$ cat src/hdl/bps_pkg.sv
// Shared types and constants of the battery power supervisor.
// Depends on nothing; every other file of the block imports it.
`default_nettype none

package bps_pkg;

    // Sample and counter widths
    localparam int SAMPLE_BITS = 12;
    localparam int COUNT_BITS  = 16;

    // Configuration port geometry
    localparam int CFG_DATA_BITS  = (SAMPLE_BITS > COUNT_BITS) ? SAMPLE_BITS : COUNT_BITS;
    localparam int CFG_INDEX_BITS = 3;

    // Register reset values
    localparam logic [SAMPLE_BITS-1:0] STANDBY_LEVEL_RST   = SAMPLE_BITS'(12'h4F5);
    localparam logic [SAMPLE_BITS-1:0] ALERT_LEVEL_RST     = SAMPLE_BITS'(12'h585);
    localparam logic [SAMPLE_BITS-1:0] CURRENT_LEVEL_RST   = SAMPLE_BITS'(12'h050);
    localparam logic [COUNT_BITS-1:0]  STANDBY_TIMEOUT_RST = COUNT_BITS'(30000);
    localparam logic [COUNT_BITS-1:0]  CURRENT_TIMEOUT_RST = COUNT_BITS'(30000);

    // Register indexes
    typedef enum logic [CFG_INDEX_BITS-1:0] {
        REG_STANDBY_LEVEL   = 3'd0,
        REG_ALERT_LEVEL     = 3'd1,
        REG_CURRENT_LEVEL   = 3'd2,
        REG_STANDBY_TIMEOUT = 3'd3,
        REG_CURRENT_TIMEOUT = 3'd4
    } reg_index_t;

    // Battery zones
    typedef enum logic [1:0] {
        ZONE_STANDBY = 2'd0,
        ZONE_ALERT   = 2'd1,
        ZONE_NORMAL  = 2'd2
    } zone_t;

    // Shutdown causes
    typedef enum logic [1:0] {
        CAUSE_NONE        = 2'd0,
        CAUSE_LOW_BATTERY = 2'd1,
        CAUSE_OVERCURRENT = 2'd2
    } cause_t;

    // Current configuration, from the register file to the core
    typedef struct packed {
        logic [SAMPLE_BITS-1:0] standby_level;
        logic [SAMPLE_BITS-1:0] alert_level;
        logic [SAMPLE_BITS-1:0] current_level;
        logic [COUNT_BITS-1:0]  standby_timeout;
        logic [COUNT_BITS-1:0]  current_timeout;
    } cfg_t;

    // One supervision tick
    typedef struct packed {
        logic [SAMPLE_BITS-1:0] battery_sample;
        logic [SAMPLE_BITS-1:0] current_sample;
        logic                   accessory_level;
    } sample_t;

    // One result
    typedef struct packed {
        logic                   power_enable;
        logic [SAMPLE_BITS-1:0] battery_average;
        logic [SAMPLE_BITS-1:0] current_average;
        zone_t                  zone;
        cause_t                 shutdown_cause;
    } result_t;

endpackage

`default_nettype wire

$ cat src/hdl/bps_sample_if.sv
// Input channel of the battery power supervisor: valid/ready plus one tick.
// Depends on bps_pkg for the sample width.
`default_nettype none

interface bps_sample_if;
    import bps_pkg::*;

    logic                   valid;
    logic                   ready;
    logic [SAMPLE_BITS-1:0] battery_sample;
    logic [SAMPLE_BITS-1:0] current_sample;
    logic                   accessory_level;

    modport source (output valid, output battery_sample, output current_sample,
                    output accessory_level, input ready);
    modport sink   (input valid, input battery_sample, input current_sample,
                    input accessory_level, output ready);
endinterface

`default_nettype wire

$ cat src/hdl/bps_result_if.sv
// Output channel of the battery power supervisor: valid/ready plus one result.
// Depends on bps_pkg for the sample width.
`default_nettype none

interface bps_result_if;
    import bps_pkg::*;

    logic                   valid;
    logic                   ready;
    logic                   power_enable;
    logic [SAMPLE_BITS-1:0] battery_average;
    logic [SAMPLE_BITS-1:0] current_average;
    logic [1:0]             zone;
    logic [1:0]             shutdown_cause;

    modport source (output valid, output power_enable, output battery_average,
                    output current_average, output zone, output shutdown_cause,
                    input ready);
    modport sink   (input valid, input power_enable, input battery_average,
                    input current_average, input zone, input shutdown_cause,
                    output ready);
endinterface

`default_nettype wire

$ cat src/hdl/bps_cfg_regs.sv
// Configuration register file of the battery power supervisor.
// Depends on bps_pkg for widths, reset values and register indexes.
`default_nettype none

module bps_cfg_regs (
    input  wire                                clk,
    input  wire                                rst_n,
    input  wire                                wr_en,
    input  wire [bps_pkg::CFG_INDEX_BITS-1:0]  wr_index,
    input  wire [bps_pkg::CFG_DATA_BITS-1:0]   wr_data,
    output bps_pkg::cfg_t                      cfg
);
    import bps_pkg::*;

    logic [SAMPLE_BITS-1:0] standby_level_reg;
    logic [SAMPLE_BITS-1:0] alert_level_reg;
    logic [SAMPLE_BITS-1:0] current_level_reg;
    logic [COUNT_BITS-1:0]  standby_timeout_reg;
    logic [COUNT_BITS-1:0]  current_timeout_reg;

    // Register writes keep only each register's width; unknown indexes drop
    always_ff @(posedge clk or negedge rst_n)
    begin
        if (!rst_n)
        begin
            standby_level_reg   <= STANDBY_LEVEL_RST;
            alert_level_reg     <= ALERT_LEVEL_RST;
            current_level_reg   <= CURRENT_LEVEL_RST;
            standby_timeout_reg <= STANDBY_TIMEOUT_RST;
            current_timeout_reg <= CURRENT_TIMEOUT_RST;
        end
        else if (wr_en)
        begin
            case (wr_index)
                REG_STANDBY_LEVEL:   standby_level_reg   <= wr_data[SAMPLE_BITS-1:0];
                REG_ALERT_LEVEL:     alert_level_reg     <= wr_data[SAMPLE_BITS-1:0];
                REG_CURRENT_LEVEL:   current_level_reg   <= wr_data[SAMPLE_BITS-1:0];
                REG_STANDBY_TIMEOUT: standby_timeout_reg <= wr_data[COUNT_BITS-1:0];
                REG_CURRENT_TIMEOUT: current_timeout_reg <= wr_data[COUNT_BITS-1:0];
                default: ;
            endcase
        end
    end

    assign cfg.standby_level   = standby_level_reg;
    assign cfg.alert_level     = alert_level_reg;
    assign cfg.current_level   = current_level_reg;
    assign cfg.standby_timeout = standby_timeout_reg;
    assign cfg.current_timeout = current_timeout_reg;

endmodule

`default_nettype wire

$ cat src/hdl/bps_core.sv
// Supervision state and per-tick logic: smoothing, zoning, counters, latch.
// Depends on bps_pkg; driven by the pipeline in the top level.
`default_nettype none

module bps_core (
    input  wire                    clk,
    input  wire                    rst_n,
    input  wire                    step,
    input  wire bps_pkg::cfg_t     cfg,
    input  wire bps_pkg::sample_t  sample,
    output bps_pkg::result_t       result
);
    import bps_pkg::*;

    localparam logic [COUNT_BITS-1:0] COUNT_MAX = {COUNT_BITS{1'b1}};

    logic [SAMPLE_BITS-1:0] bat_avg_reg, bat_avg_next;
    logic [SAMPLE_BITS-1:0] cur_avg_reg, cur_avg_next;
    logic [COUNT_BITS-1:0]  standby_count_reg, standby_count_next;
    logic [COUNT_BITS-1:0]  oc_count_reg, oc_count_next;
    logic                   power_on_reg, power_on_next;
    logic [SAMPLE_BITS:0]   bat_sum;
    logic [SAMPLE_BITS:0]   cur_sum;
    zone_t                  zone_next;
    cause_t                 cause_next;

    // Saturating increment
    function automatic logic [COUNT_BITS-1:0] count_up(input logic [COUNT_BITS-1:0] c);
        count_up = (c == COUNT_MAX) ? COUNT_MAX : c + COUNT_BITS'(1);
    endfunction

    // Smoothing: floor of old plus new, halved
    assign bat_sum      = {1'b0, bat_avg_reg} + {1'b0, sample.battery_sample};
    assign cur_sum      = {1'b0, cur_avg_reg} + {1'b0, sample.current_sample};
    assign bat_avg_next = bat_sum[SAMPLE_BITS:1];
    assign cur_avg_next = cur_sum[SAMPLE_BITS:1];

    // Zone classification and persistence counters
    always_comb
    begin
        standby_count_next = '0;
        oc_count_next      = '0;
        power_on_next      = power_on_reg;
        cause_next         = CAUSE_NONE;
        if (bat_avg_next < cfg.standby_level)
        begin
            zone_next = ZONE_STANDBY;
            if (standby_count_reg > cfg.standby_timeout)
            begin
                power_on_next = 1'b0;
                cause_next    = CAUSE_LOW_BATTERY;
            end
            else
            begin
                standby_count_next = count_up(standby_count_reg);
            end
        end
        else if (bat_avg_next < cfg.alert_level)
        begin
            zone_next = ZONE_ALERT;
            if (!sample.accessory_level || cur_avg_next <= cfg.current_level)
            begin
                oc_count_next = '0;
            end
            else if (oc_count_reg < cfg.current_timeout)
            begin
                oc_count_next = count_up(oc_count_reg);
            end
            else
            begin
                power_on_next = 1'b0;
                cause_next    = CAUSE_OVERCURRENT;
            end
        end
        else
        begin
            zone_next = ZONE_NORMAL;
        end
    end

    // State update, once per processed tick
    always_ff @(posedge clk or negedge rst_n)
    begin
        if (!rst_n)
        begin
            bat_avg_reg       <= '0;
            cur_avg_reg       <= '0;
            standby_count_reg <= '0;
            oc_count_reg      <= '0;
            power_on_reg      <= 1'b1;
        end
        else if (step)
        begin
            bat_avg_reg       <= bat_avg_next;
            cur_avg_reg       <= cur_avg_next;
            standby_count_reg <= standby_count_next;
            oc_count_reg      <= oc_count_next;
            power_on_reg      <= power_on_next;
        end
    end

    assign result.power_enable    = power_on_next;
    assign result.battery_average = bat_avg_next;
    assign result.current_average = cur_avg_next;
    assign result.zone            = zone_next;
    assign result.shutdown_cause  = cause_next;

    // Power latch never comes back on without reset
    a_latch_sticky: assert property (@(posedge clk) disable iff (!rst_n)
        !power_on_reg |=> !power_on_reg)
        else $error("power latch turned back on");

    // A trip leaves power off
    a_trip_off: assert property (@(posedge clk) disable iff (!rst_n)
        (step && cause_next != CAUSE_NONE) |=> !power_on_reg)
        else $error("trip did not clear the power latch");

    // Only one persistence counter runs at a time
    a_one_counter: assert property (@(posedge clk) disable iff (!rst_n)
        !(standby_count_reg != '0 && oc_count_reg != '0))
        else $error("both persistence counters are running");

endmodule

`default_nettype wire

$ cat src/hdl/battery_power_supervisor.sv
// Top level of the battery power supervisor: input register, core, result register.
// Depends on bps_pkg, bps_sample_if, bps_result_if, bps_cfg_regs and bps_core.
//
//   channel    | dir  | transfer
//   -----------+------+--------------------------------------------------
//   sample_ch  | sink | one tick: battery, current, accessory level
//   result_ch  | src  | one result per tick: power, averages, zone, cause
//   wr_*       | in   | register write, taken when wr_en is high
//
// One tick per clock sustained while result_ch takes each result; a tick passes
// through the input register, then through the core logic into the result register,
// which offers it on result_ch.
// Reset clears the smoothing and counters, sets power on, loads register defaults.
// A stalled result register holds the tick in the input register; once both are
// full the input channel drops ready, and nothing is lost.
`default_nettype none

module battery_power_supervisor (
    input  wire                               clk,
    input  wire                               rst_n,
    bps_sample_if.sink                        sample_ch,
    bps_result_if.source                      result_ch,
    input  wire                               wr_en,
    input  wire [bps_pkg::CFG_INDEX_BITS-1:0] wr_index,
    input  wire [bps_pkg::CFG_DATA_BITS-1:0]  wr_data
);
    import bps_pkg::*;

    cfg_t    cfg;
    sample_t stage_data_reg;
    logic    stage_valid_reg, stage_valid_next;
    result_t core_result;
    result_t result_data_reg;
    logic    result_valid_reg, result_valid_next;
    logic    advance;
    logic    accept;
    logic    step;

    bps_cfg_regs u_cfg (
        .clk      (clk),
        .rst_n    (rst_n),
        .wr_en    (wr_en),
        .wr_index (wr_index),
        .wr_data  (wr_data),
        .cfg      (cfg)
    );

    // Pipeline control
    assign advance         = !result_valid_reg || result_ch.ready;
    assign sample_ch.ready = !stage_valid_reg || advance;
    assign accept          = sample_ch.valid && sample_ch.ready;
    assign step            = stage_valid_reg && advance;

    always_comb
    begin
        if (accept)
            stage_valid_next = 1'b1;
        else if (advance)
            stage_valid_next = 1'b0;
        else
            stage_valid_next = stage_valid_reg;

        if (step)
            result_valid_next = 1'b1;
        else if (result_ch.ready)
            result_valid_next = 1'b0;
        else
            result_valid_next = result_valid_reg;
    end

    always_ff @(posedge clk or negedge rst_n)
    begin
        if (!rst_n)
        begin
            stage_valid_reg  <= 1'b0;
            result_valid_reg <= 1'b0;
        end
        else
        begin
            stage_valid_reg  <= stage_valid_next;
            result_valid_reg <= result_valid_next;
        end
    end

    // Input register
    always_ff @(posedge clk)
    begin
        if (accept)
        begin
            stage_data_reg.battery_sample  <= sample_ch.battery_sample;
            stage_data_reg.current_sample  <= sample_ch.current_sample;
            stage_data_reg.accessory_level <= sample_ch.accessory_level;
        end
    end

    bps_core u_core (
        .clk    (clk),
        .rst_n  (rst_n),
        .step   (step),
        .cfg    (cfg),
        .sample (stage_data_reg),
        .result (core_result)
    );

    // Result register
    always_ff @(posedge clk)
    begin
        if (step)
            result_data_reg <= core_result;
    end

    assign result_ch.valid           = result_valid_reg;
    assign result_ch.power_enable    = result_data_reg.power_enable;
    assign result_ch.battery_average = result_data_reg.battery_average;
    assign result_ch.current_average = result_data_reg.current_average;
    assign result_ch.zone            = result_data_reg.zone;
    assign result_ch.shutdown_cause  = result_data_reg.shutdown_cause;

    // A full, stalled pipeline takes no new tick
    a_full_blocks: assert property (@(posedge clk) disable iff (!rst_n)
        (stage_valid_reg && result_valid_reg && !result_ch.ready) |-> !sample_ch.ready)
        else $error("input taken while the pipeline is full");

    // A processed tick shows up as a result in the next cycle
    a_step_result: assert property (@(posedge clk) disable iff (!rst_n)
        step |=> result_valid_reg)
        else $error("processed tick produced no result");

endmodule

`default_nettype wire
$ cat src/flat_wrapper.sv
// flat-port wrapper written by rule: the top's interface ports become plain ports
module battery_power_supervisor_flat import bps_pkg::*;
  (clk, rst_n, wr_en, wr_index, wr_data, sample_ch_valid, sample_ch_battery_sample, sample_ch_current_sample, sample_ch_accessory_level, sample_ch_ready, result_ch_valid, result_ch_power_enable, result_ch_battery_average, result_ch_current_average, result_ch_zone, result_ch_shutdown_cause, result_ch_ready);
  bps_sample_if sample_ch_i ();
  bps_result_if result_ch_i ();
  input  wire clk;
  input  wire rst_n;
  input  wire wr_en;
  input  wire [bps_pkg::CFG_INDEX_BITS-1:0] wr_index;
  input  wire [bps_pkg::CFG_DATA_BITS-1:0] wr_data;
  input wire logic [$bits(sample_ch_i.valid)-1:0] sample_ch_valid;
  input wire logic [$bits(sample_ch_i.battery_sample)-1:0] sample_ch_battery_sample;
  input wire logic [$bits(sample_ch_i.current_sample)-1:0] sample_ch_current_sample;
  input wire logic [$bits(sample_ch_i.accessory_level)-1:0] sample_ch_accessory_level;
  output wire logic [$bits(sample_ch_i.ready)-1:0] sample_ch_ready;
  output wire logic [$bits(result_ch_i.valid)-1:0] result_ch_valid;
  output wire logic [$bits(result_ch_i.power_enable)-1:0] result_ch_power_enable;
  output wire logic [$bits(result_ch_i.battery_average)-1:0] result_ch_battery_average;
  output wire logic [$bits(result_ch_i.current_average)-1:0] result_ch_current_average;
  output wire logic [$bits(result_ch_i.zone)-1:0] result_ch_zone;
  output wire logic [$bits(result_ch_i.shutdown_cause)-1:0] result_ch_shutdown_cause;
  input wire logic [$bits(result_ch_i.ready)-1:0] result_ch_ready;
  assign sample_ch_i.valid = sample_ch_valid;
  assign sample_ch_i.battery_sample = sample_ch_battery_sample;
  assign sample_ch_i.current_sample = sample_ch_current_sample;
  assign sample_ch_i.accessory_level = sample_ch_accessory_level;
  assign sample_ch_ready = sample_ch_i.ready;
  assign result_ch_valid = result_ch_i.valid;
  assign result_ch_power_enable = result_ch_i.power_enable;
  assign result_ch_battery_average = result_ch_i.battery_average;
  assign result_ch_current_average = result_ch_i.current_average;
  assign result_ch_zone = result_ch_i.zone;
  assign result_ch_shutdown_cause = result_ch_i.shutdown_cause;
  assign result_ch_i.ready = result_ch_ready;
  battery_power_supervisor u_core (.clk(clk), .rst_n(rst_n), .sample_ch(sample_ch_i), .result_ch(result_ch_i), .wr_en(wr_en), .wr_index(wr_index), .wr_data(wr_data));
endmodule
$ cat config.mk
export PLATFORM = sky130hd
export DESIGN_NAME = battery_power_supervisor_flat
export DESIGN_NICKNAME = d
export VERILOG_FILES = /design/src/hdl/bps_pkg.sv /design/src/hdl/bps_sample_if.sv /design/src/hdl/bps_result_if.sv /design/src/hdl/bps_cfg_regs.sv /design/src/hdl/bps_core.sv /design/src/hdl/battery_power_supervisor.sv /design/src/flat_wrapper.sv
export SDC_FILE = /design/constraint.sdc
export NUM_CORES = 1
export LEC_CHECK = 0
export BUFFER_PORTS_ARGS = -buffer_cell sky130_fd_sc_hd__buf_2
export CAP_MARGIN = 20
export CORE_MARGIN = 2
export CORE_UTILIZATION = 60
export CTS_CLUSTER_DIAMETER = 80
export CTS_CLUSTER_SIZE = 30
export DETAILED_ROUTE_END_ITERATION = 10
export PLACE_DENSITY = 0.8
export SYNTH_ARGS = -nofsm -noshare
export SYNTH_HDL_FRONTEND = slang
export SYNTH_SLANG_ARGS = --single-unit
export TNS_END_PERCENT = 20
$ cat constraint.sdc
create_clock -name clk -period 5.4 [get_ports clk]
set_input_delay 0.27 -clock clk [delete_from_list [all_inputs] [get_ports clk]]
set_output_delay 0.27 -clock clk [all_outputs]
set_load 0.03 [all_outputs]
* Word-level counts from Yosys, hierarchy flattened
Cells that the tools add are included.
** Storage, ports and cells
- Flip-flop bits (word level) :: 181
- Bits in latches :: 0
- RAM bits :: 0
- ROM bits :: 0
- Memories :: 0
** Operators by class
- Add/subtract/negate cells :: 4
- Multipliers :: 0
- Div/mod/pow operators :: 0
- Magnitude comparators :: 5
- Equality and inequality tests :: 6
- Shift operators :: 0
- Muxes and demuxes :: 23
- Bitwise logic cells :: 0
- Reduce and logical (&&, ||, !) cells :: 16
** Operators with widths (count)
- 16-bit two-way mux :: 8
- 16-bit by 1-bit adder with 16-bit output, second input constant :: 2
- 16-bit equality test, second input constant :: 2
- 12-bit by 12-bit adder with 13-bit output :: 2
- 12-bit < comparator :: 2
- 16-bit greater-than comparator :: 1
- 16-bit < comparator :: 1
- 12-bit <= comparator :: 1
- 1-bit two-way mux :: 10
- 2-bit two-way mux :: 5
- 2-bit AND reduction :: 5
- 3-bit by 2-bit equality test with 1-bit output, second input constant :: 2
- 2-bit nonzero test :: 2
- 3-bit by 1-bit equality test with 1-bit output, second input constant :: 1
- 3-bit equality test, second input constant :: 1
- 1-bit logical NOT :: 3
- 3-bit logical NOT :: 1
- 1-bit logical OR :: 3
- 1-bit logical AND :: 2

* Depth between registers and ports, before layout
- Word-level depth :: 6
- Gate-level depth with buffers :: 16

* Hierarchy
A second synthesis with hierarchy kept.
** Unflattened totals
- Cells, all modules :: 858
- Area, all modules :: 9925.8 um2
** By module, submodules not included
- bps_core :: times used 1, cells an instance 649, area an instance 5594.1 um2, seq. area each 1427.6 um2
- bps_cfg_regs :: times used 1, cells an instance 147, area an instance 2606.2 um2, seq. area each 1736.7 um2
- battery_power_supervisor :: times used 1, cells an instance 62, area an instance 1725.4 um2, seq. area each 1671.6 um2

* Least setup slack after synthesis
OpenSTA, ideal clock, no wires.
- Path kind :: reg-to-reg
- Start :: reg u_core.u_core.bat_avg_reg[0]
- End :: reg u_core.result_data_reg (netlist bit u_core.result_ch.power_enable) (data pin)
- Library setup time :: 0.258 ns
- Arrival time :: 3.631 ns
- Data required time :: 5.142 ns
- Slack :: 1.512 ns
- Stages on the path, launching flop included :: 16
- Path buffers :: 0
- Clock period less this slack :: 3.888 ns
- Cells stage by stage :: dfrtp_1 -> and2_1 -> fa_1 -> a211oi_1 -> nor2_1 -> o41a_1 -> a21bo_2 -> xnor2_1 -> ha_1 -> a21o_1 -> a21o_1 -> a21oi_1 -> o21ai_1 -> or4b_4 -> o22ai_1 -> nor2_1
** RTL lines
- start: declaration :: RTL line bps_core.sv:17 : logic [SAMPLE_BITS-1:0] bat_avg_reg, bat_avg_next;
- start signal: assignment :: RTL line bps_core.sv:94 : bat_avg_reg <= bat_avg_next;
- end signal: assignment :: RTL line battery_power_supervisor.sv:109 : result_data_reg <= core_result;
- end: declaration :: RTL line battery_power_supervisor.sv:33 : result_t result_data_reg;

==> impl_metrics.json <==
{
  "status": "finished with violations",
  "violations": "hold timing",
  "antenna_left": 0,
  "max_freq_ghz": 0.2247,
  "m1WireLength_um": 8877,
  "fillers": 1200,
  "worst_hold_path_type": "in2async",
  "path_clk_slew_ns": 0.07,
  "synth_top_cell_area_share_pct": 25.80,
  "hold_viol": 7,
  "dp_slack_ns": 1.018,
  "largest_reg_flops": 25,
  "insertion_delay_ns": 0.43,
  "place_hpwl_um": 14010,
  "ys_ff_latch": 181,
  "dieWidth_um": 129.9,
  "highest_layer": "met4",
  "worst_hold_slack_ns": -0.02020,
  "avgSynthCellArea_um2": 10.37,
  "tritoncts": "done",
  "worstPathCellList": "and2_1, fa_1, a211oi_1, nor2_1, o41a_1, a21oi_1, xnor2_1, ha_1, nand2_1, nor3_1, a21oi_1, o21ai_2, or4b_4, nor2b_4, a22o_1",
  "port_buffers": 79,
  "cts_max_level": 4,
  "drive_gt1_share_pct": 18.74,
  "met3_length_um": 988,
  "synthCells": 917,
  "slowest_stage": "or4b_4",
  "vias_per_cell": 5.785,
  "gp_congestion": 0.8674,
  "vias": 7116,
  "ios": 80,
  "crit_path_end_kind": "register",
  "period_share_pct": 82.40,
  "clock-sinks": 181,
  "area_growth_pct": 13.35,
  "setup_viol": 0,
  "core_area_um2": 15660,
  "p_leak_uw": 0.004917,
  "antenna_cells": 0,
  "slew_violations": 0,
  "max_stage_delay_ns": 0.57,
  "drc": 0,
  "required_ns": 5.76,
  "critPathMaxFanout": 14,
  "finalClockSkew_ns": 0.008603,
  "die_h_um": 129.9,
  "wl_um": 20630,
  "synth_edf_count": 54,
  "cp_data_arrival_time_ns": 4.81,
  "first_iter_violations": 460,
  "synthDistinctLibCells": 64,
  "critPathKind": "reg2reg",
  "max_slew_margin_pct": 35.48,
  "synthFlopType": "dfrtp_1",
  "syn-num-nets": 1057,
  "layout_setup_ws_ns": 0.9501,
  "rows": 46,
  "cts-root-buf": "clkbuf_16",
  "worst_pin_slew_ns": 0.9678,
  "async_reset_ff_share_pct": 70.17,
  "die_area_um2": 16870,
  "clockBufferDepth": 2,
  "synth_area_leaders": "dfrtp_1, edfxtp_1, ha_1, dfstp_2, nand2_1",
  "firstDrtPassIters": 5,
  "first_global_vias": 7090,
  "peakVddDrop_uv": 359.4,
  "grt_usage_pct": 25.99,
  "yosys.area.top_type": "dfrtp_1",
  "netlist_area_um2": 9507,
  "rsz0062_at_grt": "false",
  "wl_met2_um": 10010,
  "start_kind": "register",
  "initial_core_util_pct": 60.73,
  "drv_cap": 0,
  "setup_tns_ns": 0,
  "gr-total-overflow": 0,
  "fin_crit_ns": 4.450,
  "final_nets": 1141,
  "grt_pass1_wl_um": 34130,
  "path_common_cell": "a21oi_1",
  "yosysWarningCount": 0,
  "p_total_uw": 5658,
  "cts-buffers-inserted": 17,
  "synth_seq_area_share_pct": 50.87,
  "avgRoutedWirePerCell_um": 16.77,
  "power.density_nw_per_um2": 525.1,
  "grt_max_degree": 75,
  "antenna_found_initial": 0
}
[report_power, final]
| group | total [uW] | switching, uW | internal [uW] | leakage, uW |
|---|---|---|---|---|
| Sequential | 1990 | 145 | 1840 | 0.00207 |
| Clock | 1310 | 528 | 787 | 0.000300 |
| Combinational | 2360 | 1480 | 880 | 0.00255 |
[worst paths after layout]
kind	depth (start not counted)	slack, ns	end	startpoint
setup / recovery	15	0.95	u_core.u_core.oc_count_reg[12]	u_core.u_core.bat_avg_reg[0]
hold / removal	1	-0.02	u_core.u_core.standby_count_reg[10]	rst_n
setup reg to reg	15	0.95	u_core.u_core.oc_count_reg[12]	u_core.u_core.bat_avg_reg[0]
hold reg to reg	2	0.48	u_core.u_core.power_on_reg	u_core.u_core.power_on_reg
max in group asynchronous	2	4.15	u_core.u_core.cur_avg_reg[1]	rst_n
min in group clk	1	0.01	u_core.stage_data_reg[20]	sample_ch_battery_sample[7]
[cells in the mapped netlist (all sizes together), types with 14 or more instances]
| cell type | instances |
|---|---|
| mux2 | 26 |
| edfxtp | 54 |
| nor2 | 58 |
| nand4 | 15 |
| nand2 | 126 |
| ha | 89 |
| a21o | 14 |
| inv | 77 |
| dfrtp | 98 |
| a22o | 14 |
| nand3 | 25 |
| a21oi | 60 |
| o21ai | 70 |
| clkbuf | 16 |
| dfstp | 29 |
[kinds of logic after synthesis]
| logic type | count (synthesis) | synth area share (%) |
|---|---|---|
| and+or+nand+nor | 280 | 13.56 |
| AOI/OAI and AO/OA | 218 | 14.28 |
| DFF | 181 | 50.87 |
| buffers and inverters | 102 | 4.330 |
| adders and majority gates | 91 | 12.13 |
| muxes | 26 | 3.080 |
| xor gates and xnor gates | 19 | 1.750 |
[metrics by stage]
step           area (um2)  util, %  hold slack [ns]  instances
6_report            10780    68.83         -0.02020       1230
4_1_cts             10760    68.70        0.0006223       1228
5_1_grt             10780    68.83         0.001884       1230
2_1_floorplan        9507        -         -0.02559        917
3_5_place_dp        10130    64.72           0.4481       1196
3_3_place_gp        10130    64.72           0.4452       1196
[layer usage]
metal  vias up  global-route usage [%]
met5         -                       0
met4         0                   12.33
met1      3409                   33.40
li1       3425                       -
met3        59                   4.141
met2       223                   43.42
[timing repair]
item | CTS | global route
setup buffers | 0 | 0
hold buffers | 0 | 2
resized for setup | 0 | 0
setup endpoints to repair | 0 | 0
hold endpoints to repair | 0 | 2
[cell usage in the layout (no fill, tap or decap), types with 4 or more instances in the layout]
cell type	count
clkinv_2	4
nand2_1	125
a41oi_1	6
ha_1	89
o21a_1	5
mux2_2	26
a22o_1	14
nor3_1	8
bufinv_16	4
inv_1	76
a31oi_1	13
and2_1	7
o21ai_0	66
dfrtp_1	98
a21oi_1	58
buf_2	78
o211ai_1	4
dfstp_2	29
a311oi_1	4
edfxtp_1	54
nor2b_1	8
xnor2_1	12
nand4_1	15
nand2b_1	6
a211oi_1	7
xor2_1	7
nand3_1	25
buf_4	10
clkbuf_16	17
and3_1	8
nor2_1	57
a21o_1	14
[worst max-delay path: cells and delay by family, from the launching register on]
kind	cells	cell delay [ns]
adder cells (fa/ha/maj)	2	0.77
flip-flops	1	0.40
XOR/XNOR	1	0.20
AND/OR/NAND/NOR	6	1.50
AO/OA/AOI/OAI	6	1.50
[cell type report]
type                       instances  area (um2)  share of cell area [%]
tap                              216       270.3                   2.508
timing repair buffer              90       485.5                   4.505
clock buffer                      19       442.9                   4.111
sequential                       181        4836                   44.88
clock inverter                    13       180.2                   1.672
multi-input combinational        634        4272                   39.64
inverter                          77       289.0                   2.682
Power figures use the tool's default switching activity.
